## src/design/dxt_pkg.sv

```systemverilog
// Shared constants and texel arithmetic for the DXT block decoder.
package dxt_pkg;

   localparam logic [1:0] FMT_DXT1 = 2'd0;
   localparam logic [1:0] FMT_DXT3 = 2'd1;
   localparam logic [1:0] FMT_DXT5 = 2'd2;

   localparam int unsigned TEXELS     = 16;
   localparam int unsigned TEXEL_BITS = $clog2(TEXELS);
   localparam logic [TEXEL_BITS-1:0] LAST_TEXEL = TEXEL_BITS'(TEXELS - 1);

   // Reciprocal constants: floor(x / d) == (x * RECIP) >> SHIFT over the used input range.
   localparam logic [11:0] RECIP3 = 12'd2731;
   localparam int unsigned SHIFT3 = 13;
   localparam logic [11:0] RECIP5 = 12'd3277;
   localparam int unsigned SHIFT5 = 14;
   localparam logic [11:0] RECIP7 = 12'd2341;
   localparam int unsigned SHIFT7 = 14;

   typedef struct packed {
      logic [7:0] red;
      logic [7:0] green;
      logic [7:0] blue;
   } rgb_type;

   function automatic logic [7:0] widen5(input logic [4:0] v);
      return {v, v[4:2]};
   endfunction

   function automatic logic [7:0] widen6(input logic [5:0] v);
      return {v, v[5:4]};
   endfunction

   function automatic logic [7:0] widen4(input logic [3:0] v);
      return {v, v};
   endfunction

   function automatic rgb_type unpack565(input logic [15:0] e);
      rgb_type c;
      c.red   = widen5(e[15:11]);
      c.green = widen6(e[10:5]);
      c.blue  = widen5(e[4:0]);
      return c;
   endfunction

   function automatic logic [7:0] div3(input logic [9:0] x);
      logic [21:0] p;
      p = 22'(x) * 22'(RECIP3);
      return 8'(p >> SHIFT3);
   endfunction

   function automatic logic [7:0] div5(input logic [10:0] x);
      logic [22:0] p;
      p = 23'(x) * 23'(RECIP5);
      return 8'(p >> SHIFT5);
   endfunction

   function automatic logic [7:0] div7(input logic [10:0] x);
      logic [22:0] p;
      p = 23'(x) * 23'(RECIP7);
      return 8'(p >> SHIFT7);
   endfunction

   // One color channel of palette entry idx.
   function automatic logic [7:0] colour_pick(input logic [7:0] c0, input logic [7:0] c1,
                                              input logic [1:0] idx, input logic four);
      logic [7:0] v;
      logic [9:0] s2;
      logic [9:0] s3;
      logic [8:0] sh;
      s2 = {1'b0, c0, 1'b0} + 10'(c1);
      s3 = {1'b0, c1, 1'b0} + 10'(c0);
      sh = 9'(c0) + 9'(c1);
      case (idx)
         2'd0:    v = c0;
         2'd1:    v = c1;
         2'd2:    v = four ? div3(s2) : sh[8:1];
         default: v = four ? div3(s3) : 8'd0;
      endcase
      return v;
   endfunction

   // Entry idx of the interpolated alpha palette.
   function automatic logic [7:0] alpha_pick(input logic [7:0] a0, input logic [7:0] a1,
                                             input logic [2:0] idx);
      logic [7:0]  v;
      logic [2:0]  wa;
      logic [2:0]  wb;
      logic [10:0] sum;
      wa  = 3'(4'd8 - 4'(idx));
      wb  = idx - 3'd1;
      sum = 11'(wa) * 11'(a0) + 11'(wb) * 11'(a1);
      if (idx == 3'd0) begin
         v = a0;
      end else if (idx == 3'd1) begin
         v = a1;
      end else if (a0 > a1) begin
         v = div7(sum);
      end else if (idx == 3'd6) begin
         v = 8'd0;
      end else if (idx == 3'd7) begin
         v = 8'hff;
      end else begin
         // five-step weights are the seven-step ones less two on the first endpoint
         v = div5(sum - 11'({a0, 1'b0}));
      end
      return v;
   endfunction

endpackage

```

## src/design/dxt_block_decoder.sv

```systemverilog
// DXT1/DXT3/DXT5 block decoder top level: block register, texel sequencer, result register.
//
//   Channel  Ports   Direction  Carries
//   request  req_*   in         one compressed block: four 32-bit words
//   response rsp_*   out        one RGBA8 texel, its raster index and a last flag
//   config   csr_*   in         block_format, written while idle
//
// A block yields sixteen response words, one per cycle while rsp_stall stays low; a new
// block is taken in the cycle its sixteenth texel moves to the result register, so the
// next block follows without a gap. The first texel passes through the block register and
// then the result register. Synchronous reset clears the format to DXT1 and empties
// both registers. rsp_stall on a waiting word freezes the result register and
// the sequencer; req_stall rises whenever the block register cannot take a new block.
module dxt_block_decoder (
   input  logic        clock,
   input  logic        reset,
   input  logic        csr_write,
   input  logic [1:0]  csr_data,
   input  logic        req_valid,
   output logic        req_stall,
   input  logic [31:0] req_word_zero,
   input  logic [31:0] req_word_one,
   input  logic [31:0] req_word_two,
   input  logic [31:0] req_word_three,
   output logic        rsp_valid,
   input  logic        rsp_stall,
   output logic [3:0]  rsp_texel_index,
   output logic [7:0]  rsp_red,
   output logic [7:0]  rsp_green,
   output logic [7:0]  rsp_blue,
   output logic [7:0]  rsp_alpha,
   output logic        rsp_last_texel
);

   logic [1:0]  block_format_ff;

   // block register
   logic        blk_valid_ff;
   logic [31:0] blk_w0_ff, blk_w1_ff, blk_w2_ff, blk_w3_ff;
   logic [dxt_pkg::TEXEL_BITS-1:0] texel_cnt_ff;

   // result register
   logic        rsp_valid_ff;
   logic [3:0]  rsp_texel_index_ff;
   logic [7:0]  rsp_red_ff, rsp_green_ff, rsp_blue_ff, rsp_alpha_ff;
   logic        rsp_last_texel_ff;

   logic        out_load;
   logic        blk_done;
   logic        req_take;

   logic [31:0] ep_word;
   logic [31:0] ci_word;
   logic [1:0]  ci;
   logic        four;
   dxt_pkg::rgb_type c0, c1;
   logic [7:0]  red_in, green_in, blue_in, alpha_in;
   logic [63:0] a4_bits;
   logic [47:0] a3_bits;
   logic [5:0]  a3_base;
   logic [2:0]  a3_idx;

   // advance the sequencer whenever the result register is free or draining
   assign out_load  = blk_valid_ff && (!rsp_valid_ff || !rsp_stall);
   assign blk_done  = out_load && (texel_cnt_ff == dxt_pkg::LAST_TEXEL);
   assign req_stall = blk_valid_ff && !blk_done;
   assign req_take  = req_valid && !req_stall;

   // DXT1 keeps endpoints and indices in the first two words
   assign ep_word = (block_format_ff == dxt_pkg::FMT_DXT1) ? blk_w0_ff : blk_w2_ff;
   assign ci_word = (block_format_ff == dxt_pkg::FMT_DXT1) ? blk_w1_ff : blk_w3_ff;
   assign ci      = ci_word[{texel_cnt_ff, 1'b0} +: 2];

   // explicit-alpha blocks always decode four colors
   assign four = (block_format_ff == dxt_pkg::FMT_DXT3) || (ep_word[15:0] > ep_word[31:16]);
   assign c0   = dxt_pkg::unpack565(ep_word[15:0]);
   assign c1   = dxt_pkg::unpack565(ep_word[31:16]);

   assign a4_bits = {blk_w1_ff, blk_w0_ff};
   assign a3_bits = {blk_w1_ff, blk_w0_ff[31:16]};
   assign a3_base = 6'(texel_cnt_ff) * 6'd3;
   assign a3_idx  = a3_bits[a3_base +: 3];

   always_comb begin
      red_in   = dxt_pkg::colour_pick(c0.red,   c1.red,   ci, four);
      green_in = dxt_pkg::colour_pick(c0.green, c1.green, ci, four);
      blue_in  = dxt_pkg::colour_pick(c0.blue,  c1.blue,  ci, four);
      case (block_format_ff)
         dxt_pkg::FMT_DXT1: begin
            // transparent black only on index three in three-color mode
            alpha_in = (ci == 2'd3 && !four) ? 8'd0 : 8'hff;
         end
         dxt_pkg::FMT_DXT3: begin
            alpha_in = dxt_pkg::widen4(a4_bits[{texel_cnt_ff, 2'b00} +: 4]);
         end
         default: begin
            // DXT5 and the spare code share the interpolated alpha path
            alpha_in = dxt_pkg::alpha_pick(blk_w0_ff[7:0], blk_w0_ff[15:8], a3_idx);
         end
      endcase
   end

   always_ff @(posedge clock) begin
      if (reset) begin
         block_format_ff <= dxt_pkg::FMT_DXT1;
         blk_valid_ff    <= 1'b0;
         texel_cnt_ff    <= '0;
         rsp_valid_ff    <= 1'b0;
      end else begin
         if (csr_write) begin
            block_format_ff <= csr_data;
         end

         if (req_take) begin
            blk_valid_ff <= 1'b1;
            texel_cnt_ff <= '0;
         end else if (blk_done) begin
            blk_valid_ff <= 1'b0;
            texel_cnt_ff <= '0;
         end else if (out_load) begin
            texel_cnt_ff <= texel_cnt_ff + dxt_pkg::TEXEL_BITS'(1);
         end

         if (out_load) begin
            rsp_valid_ff <= 1'b1;
         end else if (!rsp_stall) begin
            rsp_valid_ff <= 1'b0;
         end
      end
   end

   // payload registers: no reset
   always_ff @(posedge clock) begin
      if (req_take) begin
         blk_w0_ff <= req_word_zero;
         blk_w1_ff <= req_word_one;
         blk_w2_ff <= req_word_two;
         blk_w3_ff <= req_word_three;
      end
      if (out_load) begin
         rsp_texel_index_ff <= 4'(texel_cnt_ff);
         rsp_red_ff         <= red_in;
         rsp_green_ff       <= green_in;
         rsp_blue_ff        <= blue_in;
         rsp_alpha_ff       <= alpha_in;
         rsp_last_texel_ff  <= (texel_cnt_ff == dxt_pkg::LAST_TEXEL);
      end
   end

   assign rsp_valid       = rsp_valid_ff;
   assign rsp_texel_index = rsp_texel_index_ff;
   assign rsp_red         = rsp_red_ff;
   assign rsp_green       = rsp_green_ff;
   assign rsp_blue        = rsp_blue_ff;
   assign rsp_alpha       = rsp_alpha_ff;
   assign rsp_last_texel  = rsp_last_texel_ff;

endmodule

```

## config.mk

```make
export PLATFORM = sky130hd
export DESIGN_NAME = dxt_block_decoder
export DESIGN_NICKNAME = d
export VERILOG_FILES = /design/src/design/dxt_pkg.sv /design/src/design/dxt_block_decoder.sv
export SDC_FILE = /design/constraint.sdc
export NUM_CORES = 1
export LEC_CHECK = 0
export BUFFER_PORTS_ARGS = -buffer_cell sky130_fd_sc_hd__buf_4
export CORE_ASPECT_RATIO = 2
export CORE_MARGIN = 3
export CORE_UTILIZATION = 53
export CTS_BUF_LIST = sky130_fd_sc_hd__clkbuf_2 sky130_fd_sc_hd__clkbuf_4 sky130_fd_sc_hd__clkbuf_8
export DETAILED_ROUTE_END_ITERATION = 7
export GPL_ROUTABILITY_DRIVEN = 0
export GPL_TIMING_DRIVEN = 0
export PLACE_DENSITY = 0.71
export SYNTH_ARGS = -nofsm -noshare
export SYNTH_HDL_FRONTEND = slang
export SYNTH_SLANG_ARGS = --single-unit
```

## constraint.sdc

```tcl
create_clock -name clock -period 23.9 [get_ports clock]
set_input_delay 2.39 -clock clock [delete_from_list [all_inputs] [get_ports clock]]
set_output_delay 2.39 -clock clock [all_outputs]
set_load 0.01 [all_outputs]
```

# Word level (Yosys, flattened, before mapping)

Cells that the tools add are included.

Add/subtract/negate cells: 14
Bitwise operators: 0
Eq/ne operators: 9
Multipliers: 11
Muxes and demuxes: 22
$lt $le $gt $ge: 2
Shift-type cells: 3
Divide/modulo/power cells: 0
Reductions and logical operators: 17

Operators with widths:

| cell                   | count |
|---|---|
| $mul 10x12->21 const B | 6 |
| $mux 8                 | 12 |
| $pmux 8 s3             | 3 |
| $mux 32                | 2 |
| $shiftx 64x7->4        | 1 |
| $add 9x8->10           | 6 |
| $shiftx 48x7->3        | 1 |
| $mul 11x12->22 const B | 2 |
| $shiftx 32x6->2        | 1 |
| $add 8x8->9            | 3 |
| $mul 3x8->11           | 2 |
| $gt 16x16->1           | 1 |
| $pmux 8 s2             | 1 |
| $add 11x11->11         | 1 |
| $sub 11x9->11          | 1 |
| $gt 8x8->1             | 1 |
| $eq 3x3->1 const B     | 2 |
| $mul 4x2->6 const B    | 1 |
| $logic_and 1x1->1      | 5 |
| $logic_not 1->1        | 5 |
| $add 4x1->4 const B    | 1 |
| $eq 2x1->1 const B     | 2 |
| $eq 2x2->1 const B     | 2 |
| $eq 4x4->1 const B     | 1 |
| 10 further kinds       | 15 |

Word-level logic and storage cells: 92
ROM bits: 0
Register bits: 173
Input port bits: 135
Bits in latches: 0
Memories kept: 0
RAM bits: 0

# Logic depth before layout (Yosys ltp)

Gate-level depths: netlist of run 1.

Word-level depth: 13
Gate-level depth with buffers: 48

# Worst setup path after synthesis of run 1

No wires, ideal clock.

Path type: flip-flop to flip-flop
From: reg texel_cnt_ff[0] (netlist name)
To: reg rsp_alpha_ff[4] (netlist: rsp_alpha[4]), data pin
Setup time: 0.133 ns
Data arrival time: 11.968 ns
Cell stages (with the launch flop): 44
Buffers on the path: 5
Slack: 11.799 ns
Path through: dfxtp_1 > buf_6 > buf_2 > buf_1 > buf_2 > clkbuf_1 > mux4_2 > mux4_2 > inv_1 > ha_1 > xor2_1 > and2_1 > fa_1 > fa_1 > inv_1 > fa_1 > fa_1 > xnor2_1 > [... 8 more ...] > inv_1 > ha_1 > inv_1 > fa_1 > fa_1 > inv_1 > fa_1 > fa_1 > ha_1 > a21oi_1 > and3_1 > o211ai_1 > a211oi_1 > o21bai_1 > a21o_1 > xnor2_1 > a2111oi_0 > a311o_1

Word-level cells in the longest chain between the ends: 13

Ends and longest elaborated chain:

| element                                           | RTL line                     | source |
|---|---|---|
| start, declared                                   | dxt_block_decoder.sv:40      | `logic [dxt_pkg::TEXEL_BITS-1:0] texel_cnt_ff;` |
| start signal, assigned                            | dxt_block_decoder.sv:121     | `texel_cnt_ff <= texel_cnt_ff + dxt_pkg::TEXEL_BITS'(1);` |
| $mul 4x2->6                                       | dxt_block_decoder.sv:81      | `assign a3_base = 6'(texel_cnt_ff) * 6'd3;` |
| $shiftx 48x7->3                                   | dxt_block_decoder.sv:82      | `assign a3_idx = a3_bits[a3_base +: 3];` |
| $sub 1x3->3 / $sub 3x1->3 (equally long branches) | dxt_pkg.sv:90, dxt_pkg.sv:91 |  |
| $mul 3x8->11                                      | dxt_pkg.sv:92                | `sum = 11'(wa) * 11'(a0) + 11'(wb) * 11'(a1);` |
| $add 11x11->11                                    | dxt_pkg.sv:92                |  |
| $sub 11x9->11                                     | dxt_pkg.sv:105               | `v = div5(sum - 11'({a0, 1'b0}));` |
| $mul 11x12->22                                    | dxt_pkg.sv:54                | `p = 23'(x) * 23'(RECIP5);` |
| $mux 8                                            | dxt_pkg.sv:101               | `end else if (idx == 3'd7) begin` |
| $mux 8                                            | dxt_pkg.sv:99                | `end else if (idx == 3'd6) begin` |
| $mux 8                                            | dxt_pkg.sv:97                | `end else if (a0 > a1) begin` |
| $mux 8                                            | dxt_pkg.sv:95                | `end else if (idx == 3'd1) begin` |
| $mux 8                                            | dxt_pkg.sv:93                | `if (idx == 3'd0) begin` |
| $pmux 8 s2 *                                      | dxt_block_decoder.sv:88      | `case (block_format_ff)` |
| named net alpha_in[4]                             | dxt_block_decoder.sv:57      | `logic [7:0] red_in, green_in, blue_in, alpha_in;` |
| end signal, assigned                              | dxt_block_decoder.sv:145     | `rsp_alpha_ff <= alpha_in;` |
| end, declared                                     | dxt_block_decoder.sv:45      | `logic [7:0] rsp_red_ff, rsp_green_ff, rsp_blue_ff, rsp_alpha_ff;` |

Mark *: on every way through the listed nets, which the timed path passes. The rest lies on a longest branch.
A chain may end at the register's enable or synchronous reset.

# Worst setup path in the final report of run 1

Same ends and word-level chain as after synthesis.

==> flow_summary.yaml, run 1 <==
timing:
  setup_viol: 0
  worst_hold_slack_ns: 0.492
  fin_crit_sh_pct: 61.9
  finalMaxSlewViolations: 0
  min_period_ns: 14.78
  hold_viol: 0
  slew_headroom_pct: 14.4
  layout_setup_ws_ns: 9.12
  fmax_mhz: 67.6
  tightestPinTransition_ns: 1.27
  clock_skew_ns: 0.0519
  rsz0062_at_grt: "no"
  finalSetupTns_ns: 0
min_path:
  hold_class: "flip-flop to flip-flop"
  holdPathStages: 0
  holdPathEnd: "rsp_texel_index[3]$_DFFE_PP_"
  min_from: "texel_cnt_ff[3]$_SDFFE_PP0P_"
global_route:
  antenna_found_initial: 3
  grt_max_degree: 61
  grtUsageTotal_pct: 28.8
  grt_pass1_vias: 21900
  grt-ovfl-total: 0
  grt_pass1_wl_um: 116000
setup_path:
  cp_slowest_cell: "xnor2_1"
  r2r_start: "texel_cnt_ff[0]$_SDFFE_PP0P_"
  arrival_ns: 15.18
  crit_top_cell: "fa_1"
  cp_max_fo: 10
  worst_setup_path_end_kind: "flip-flop"
  path_class: "flip-flop to flip-flop"
  critPathLaunchType: "flip-flop"
  reg2reg_slack_ns: 9.12
  worst_r2r_endpoint: "rsp_alpha[4]$_DFFE_PP_"
  critPathMaxStageDelay_ns: 0.79
  r2r_cells: 42
  worst-path-buf-inv: 10
  critPathRequiredTime_ns: 24.29
  critPathTopFamily: "adder cells"
cts:
  clk_pin_slew_ns: 0.13
  clkLatencyLatePin_ns: 0.55
  tritoncts: "yes"
  cts_sinks: 173
  htree_num_levels: 4
  cts_buffers: 17
  hold_buffers: 0
  cts.repair.resized: 0
  max-clock-path-buffers: 2
  post_cts_buffers: 0
  cts_root_buf: "clkbuf_8"
detailed_routing:
  top_layer: "met4"
  drt_first_pass_iters: 7
  drt_iter0_drc: 1201
  vias: 19800
  via_per_inst: 5.91
  wl_um: 74800
  drcViolationCount: 0
  wl_met2_um: 40500
  drt-wirelength-per-cell_um: 22.3
  routed-wl-met3_um: 4410
  wl_met1_um: 24600
  ant_nets: 0
yosys:
  synth_seq_area_share_pct: 19.3
  syn_inst: 2495
  synthTopCellsByArea: "ha_1 (27%), fa_1 (19%), edfxtp_1 (19%), inv_1 (6.9%), mux4_2 (4.4%)"
  yosysTopAreaCell: "ha_1"
  netlist.area_leader.share_pct: 27.0
  synth_nets: 3456
  syn_area_um2: 26600
  synth_edf_count: 165
  async_flop_share_pct: 0
  yosys_warnings: 0
  ys_ff_latch: 173
  synth.avg_cell_area_um2: 10.6
  yosys.cell_types.count: 81
  synthFlopType: "edfxtp_1"
final_layout:
  areaGrowthSynthToFinish_pct: 9.96
  final_cell_mix: "ha_1 (573), inv_1 (488), fa_1 (253)"
  stdcell_count: 3350
  nets: 3651
  drive_gt1_share_pct: 11.7
  layout_commonest_cell: "ha_1"
floorplanning:
  die_area_um2: 53000
  fp.dieW_um: 164
  initial_core_util_pct: 53.8
  die_h_um: 323
  ios: 174
  rows: 115
  core_area_um2: 49400
placed_design:
  post-place-ws_ns: 9.17
  placed_cells: 3314
  dp_hpwl_um: 63500
  io_buffers: 173
run:
  cap_violations: 0
run_status:
  status: "finished clean"
[flip-flops by register name, indices dropped and copies added, names as in the netlist]
name,count
blk_w2_ff,32
blk_w3_ff,32
rsp_texel_index,4
rsp_red,8
rsp_green,8
rsp_blue,8
blk_w0_ff,32
blk_valid_ff,1
rsp_last_texel,1
blk_w1_ff,32
rsp_alpha,8
texel_cnt_ff,4
block_format_ff,2
rsp_valid,1
[synth_stat cells (all sizes together), types with 6 or more instances]
master    n
o211ai   21
a21o     48
nand2b   14
nor2b    26
mux2i    31
a211oi   14
a21boi    6
o21bai   27
o311ai    6
mux4     52
o21a     15
nand4    14
nand2    84
xor2     40
dfxtp     8
a31oi     8
xnor2   105
edfxtp  165
or2      10
o21ai    65
mux2     15
a22oi     8
ha      573
fa      253
buf      12
a21oi   106
nand3    21
nor2     96
o221ai    9
inv     490
and2     33
nor3     22
a211o     9
clkbuf   21
[logic make-up after synthesis]
group	share of synthesized area, %
AO/OA/AOI/OAI	9.40
XOR/XNOR	4.78
adder cells (fa/ha/maj)	46.1
buffers and inverters	7.50
flip-flops	19.3
multiplexers	6.36
other	0.0141
AND/OR/NAND/NOR	6.62
[area by class of cell]
type                       count  area, um2
fill                        4146      20200
multi-input combinational   1799      19500
sequential                   173       5110
inverter                     490       1840
timing repair buffer         176       1370
tap                          643        805
clock buffer                  17        234
clock inverter                15        209
buffer                        33        148
antenna                        4       10.0
[per-stage QoR]
step | cell area [um2] | utilization (%)
after floorplan | 26600 | -
after global placement | 28700 | 58.1
after detailed placement | 28700 | 58.2
after CTS | 29200 | 59.1
after global routing | 29200 | 59.2
final | 29200 | 59.2
[routing by layer]
layer	up-vias	global-route usage, %
met4	0	18.0
met1	9732	29.4
li1	8991	-
met3	290	3.53
met2	780	54.5
met5	-	0
[how the worst max path moves through the flow]
stage / endpoint / slack (ns) / start / cells after the start
finish: rsp_alpha[4]$_DFFE_PP_ / 9.12 / texel_cnt_ff[0]$_SDFFE_PP0P_ / 42
detailed placement: rsp_alpha[4]$_DFFE_PP_ / 9.17 / texel_cnt_ff[0]$_SDFFE_PP0P_ / 42
floorplan: rsp_alpha[4]$_DFFE_PP_ / 11.80 / texel_cnt_ff[0]$_SDFFE_PP0P_ / 43
global route: rsp_alpha[4]$_DFFE_PP_ / 8.36 / texel_cnt_ff[0]$_SDFFE_PP0P_ / 42
global placement: rsp_alpha[4]$_DFFE_PP_ / 9.44 / texel_cnt_ff[0]$_SDFFE_PP0P_ / 43
CTS: rsp_alpha[4]$_DFFE_PP_ / 9.09 / texel_cnt_ff[0]$_SDFFE_PP0P_ / 42
Power of run 1 is left out: the tool's default activity adds up to more than one toggle a clock period on the data nets, which glitch-free logic cannot reach.
==> run 2: changes to the inputs <==
- clock period: 23.9 -> 14.8 ns (I/O delays scaled with it)
==> run 2 against run 1 <==
  * Largest cell class unchanged
  * Clock-buffer cell count is the same
  * Via count about the same
  * Maximum frequency increased by 6.2%
  * Sequential cell count did not move
  * Cell count is 0.12% lower
  * Sequential share of layout area is essentially flat
  * First-iteration DRC count up 0.50%
==> flow_summary.yaml, run 2 (synthesis results as in run 1) <==
run_status:
  status: "finished clean"
cts:
  clk_pin_slew_ns: 0.13
  tritoncts: "yes"
  htree_num_levels: 4
  cts_buffers: 17
  cts_root_buf: "clkbuf_8"
  post_cts_buffers: 0
  max-clock-path-buffers: 2
  hold_buffers: 0
  cts_sinks: 173
  clkLatencyLatePin_ns: 0.55
timing:
  hold_viol: 0
  tightestPinTransition_ns: 1.25
  fin_crit_sh_pct: 94.0
  setup_viol: 0
  layout_setup_ws_ns: 0.883
  min_period_ns: 13.92
  finalMaxSlewViolations: 0
  rsz0062_at_grt: "no"
  finalSetupTns_ns: 0
  clock_skew_ns: 0.0523
  slew_headroom_pct: 15.7
  fmax_mhz: 71.9
final_layout:
  seqCellArea_um2: 5110
  nets: 3649
  fillerInstances: 4148
  final_cell_mix: "ha_1 (573), inv_1 (488), fa_1 (253)"
  multi_input_area_um2: 19500
  areaGrowthSynthToFinish_pct: 9.94
  layout_commonest_cell: "ha_1"
  drive_gt1_share_pct: 11.8
  fin_area_um2: 29200
  final_util_pct: 59.2
detailed_routing:
  vias: 19800
  ant_nets: 0
  via_per_inst: 5.91
  drcViolationCount: 0
  wl_um: 74800
  drt-wirelength-per-cell_um: 22.3
  drt_iter0_drc: 1207
  drt_first_pass_iters: 7
placed_design:
  io_buffers: 173
  post-place-ws_ns: 0.0667
  placed_cell_area_um2: 28700
  dp_hpwl_um: 63500
setup_path:
  arrival_ns: 14.21
  worst_setup_path_end_kind: "flip-flop"
  crit_top_cell: "fa_1"
  path_class: "flip-flop to flip-flop"
  cp_max_fo: 10
  critPathMaxStageDelay_ns: 0.67
  critPathRequiredTime_ns: 15.09
  critPathLaunchType: "flip-flop"
  cp_slowest_cell: "xnor2_1"
floorplanning:
  die_h_um: 323
  ios: 174
  initial_core_util_pct: 53.8
  die_area_um2: 53000
  rows: 115
  core_area_um2: 49400
  fp.dieW_um: 164
global_route:
  antenna_found_initial: 2
  grtUsageTotal_pct: 28.8
  grt_pass1_vias: 21900
  grt-ovfl-total: 0
  grt_pass1_wl_um: 116000
  grt_max_degree: 61
run:
  cap_violations: 0
min_path:
  hold_class: "flip-flop to flip-flop"
==> run 2: layer usage <==
metal  track usage [%]  vias to the layer above  wire (um)
met5                 0                        -          0
met4              17.8                        0       5460
met3              3.60                      306       4300
met2              54.5                      780      40300
met1              29.4                     9715      24700
li1                  -                     8980          -
==> run 2: cell type report <==
type	instances	share of cell area, %
tap	643	2.76
timing repair buffer	176	4.71
buffer	31	0.480
multi-input combinational	1799	66.7
antenna	2	0.0171
clock buffer	17	0.801
clock inverter	15	0.716
inverter	490	6.32
sequential	173	17.5
==> run 2: what timing repair did <==
| action | 4_1_cts | 5_1_grt |
|---|---|---|
| pin swaps | 0 | 0 |
| endpoints found under the setup margin | 1 | 8 |
| gates resized for setup | 1 | 0 |
| cloned | 0 | 0 |
==> run 2: worst paths after layout <==
path / start / endpoint / slack [ns] / depth (start not counted)
worst max-delay path: texel_cnt_ff[1]$_SDFFE_PP0P_ / rsp_alpha[5]$_DFFE_PP_ / 0.88 / 41
worst min register to register: texel_cnt_ff[3]$_SDFFE_PP0P_ / rsp_texel_index[3]$_DFFE_PP_ / 0.50 / 0
worst max register to register: texel_cnt_ff[1]$_SDFFE_PP0P_ / rsp_alpha[5]$_DFFE_PP_ / 0.88 / 41
worst min-delay path: texel_cnt_ff[3]$_SDFFE_PP0P_ / rsp_texel_index[3]$_DFFE_PP_ / 0.50 / 0
==> run 2: through the flow <==
| stage | hold WS [ns] | instances |
|---|---|---|
| after global placement | 0.464 | 3311 |
| after detailed placement | 0.468 | 3314 |
| final | 0.495 | 3346 |
| after floorplan | 0.425 | 2495 |
| after CTS | 0.502 | 3346 |
| after global routing | 0.504 | 3345 |
==> run 2: worst max-delay path: cells and delay by family (launching register included) <==
family / cells / cell delay [ns]
compound gates: 11 / 2.57
xor+xnor: 3 / 1.03
fa+ha+maj: 12 / 5.56
buf+inv: 9 / 2.22
flops: 1 / 0.44
mux: 2 / 1.11
simple gates: 4 / 0.75
Power of run 2 is left out for the same reason.
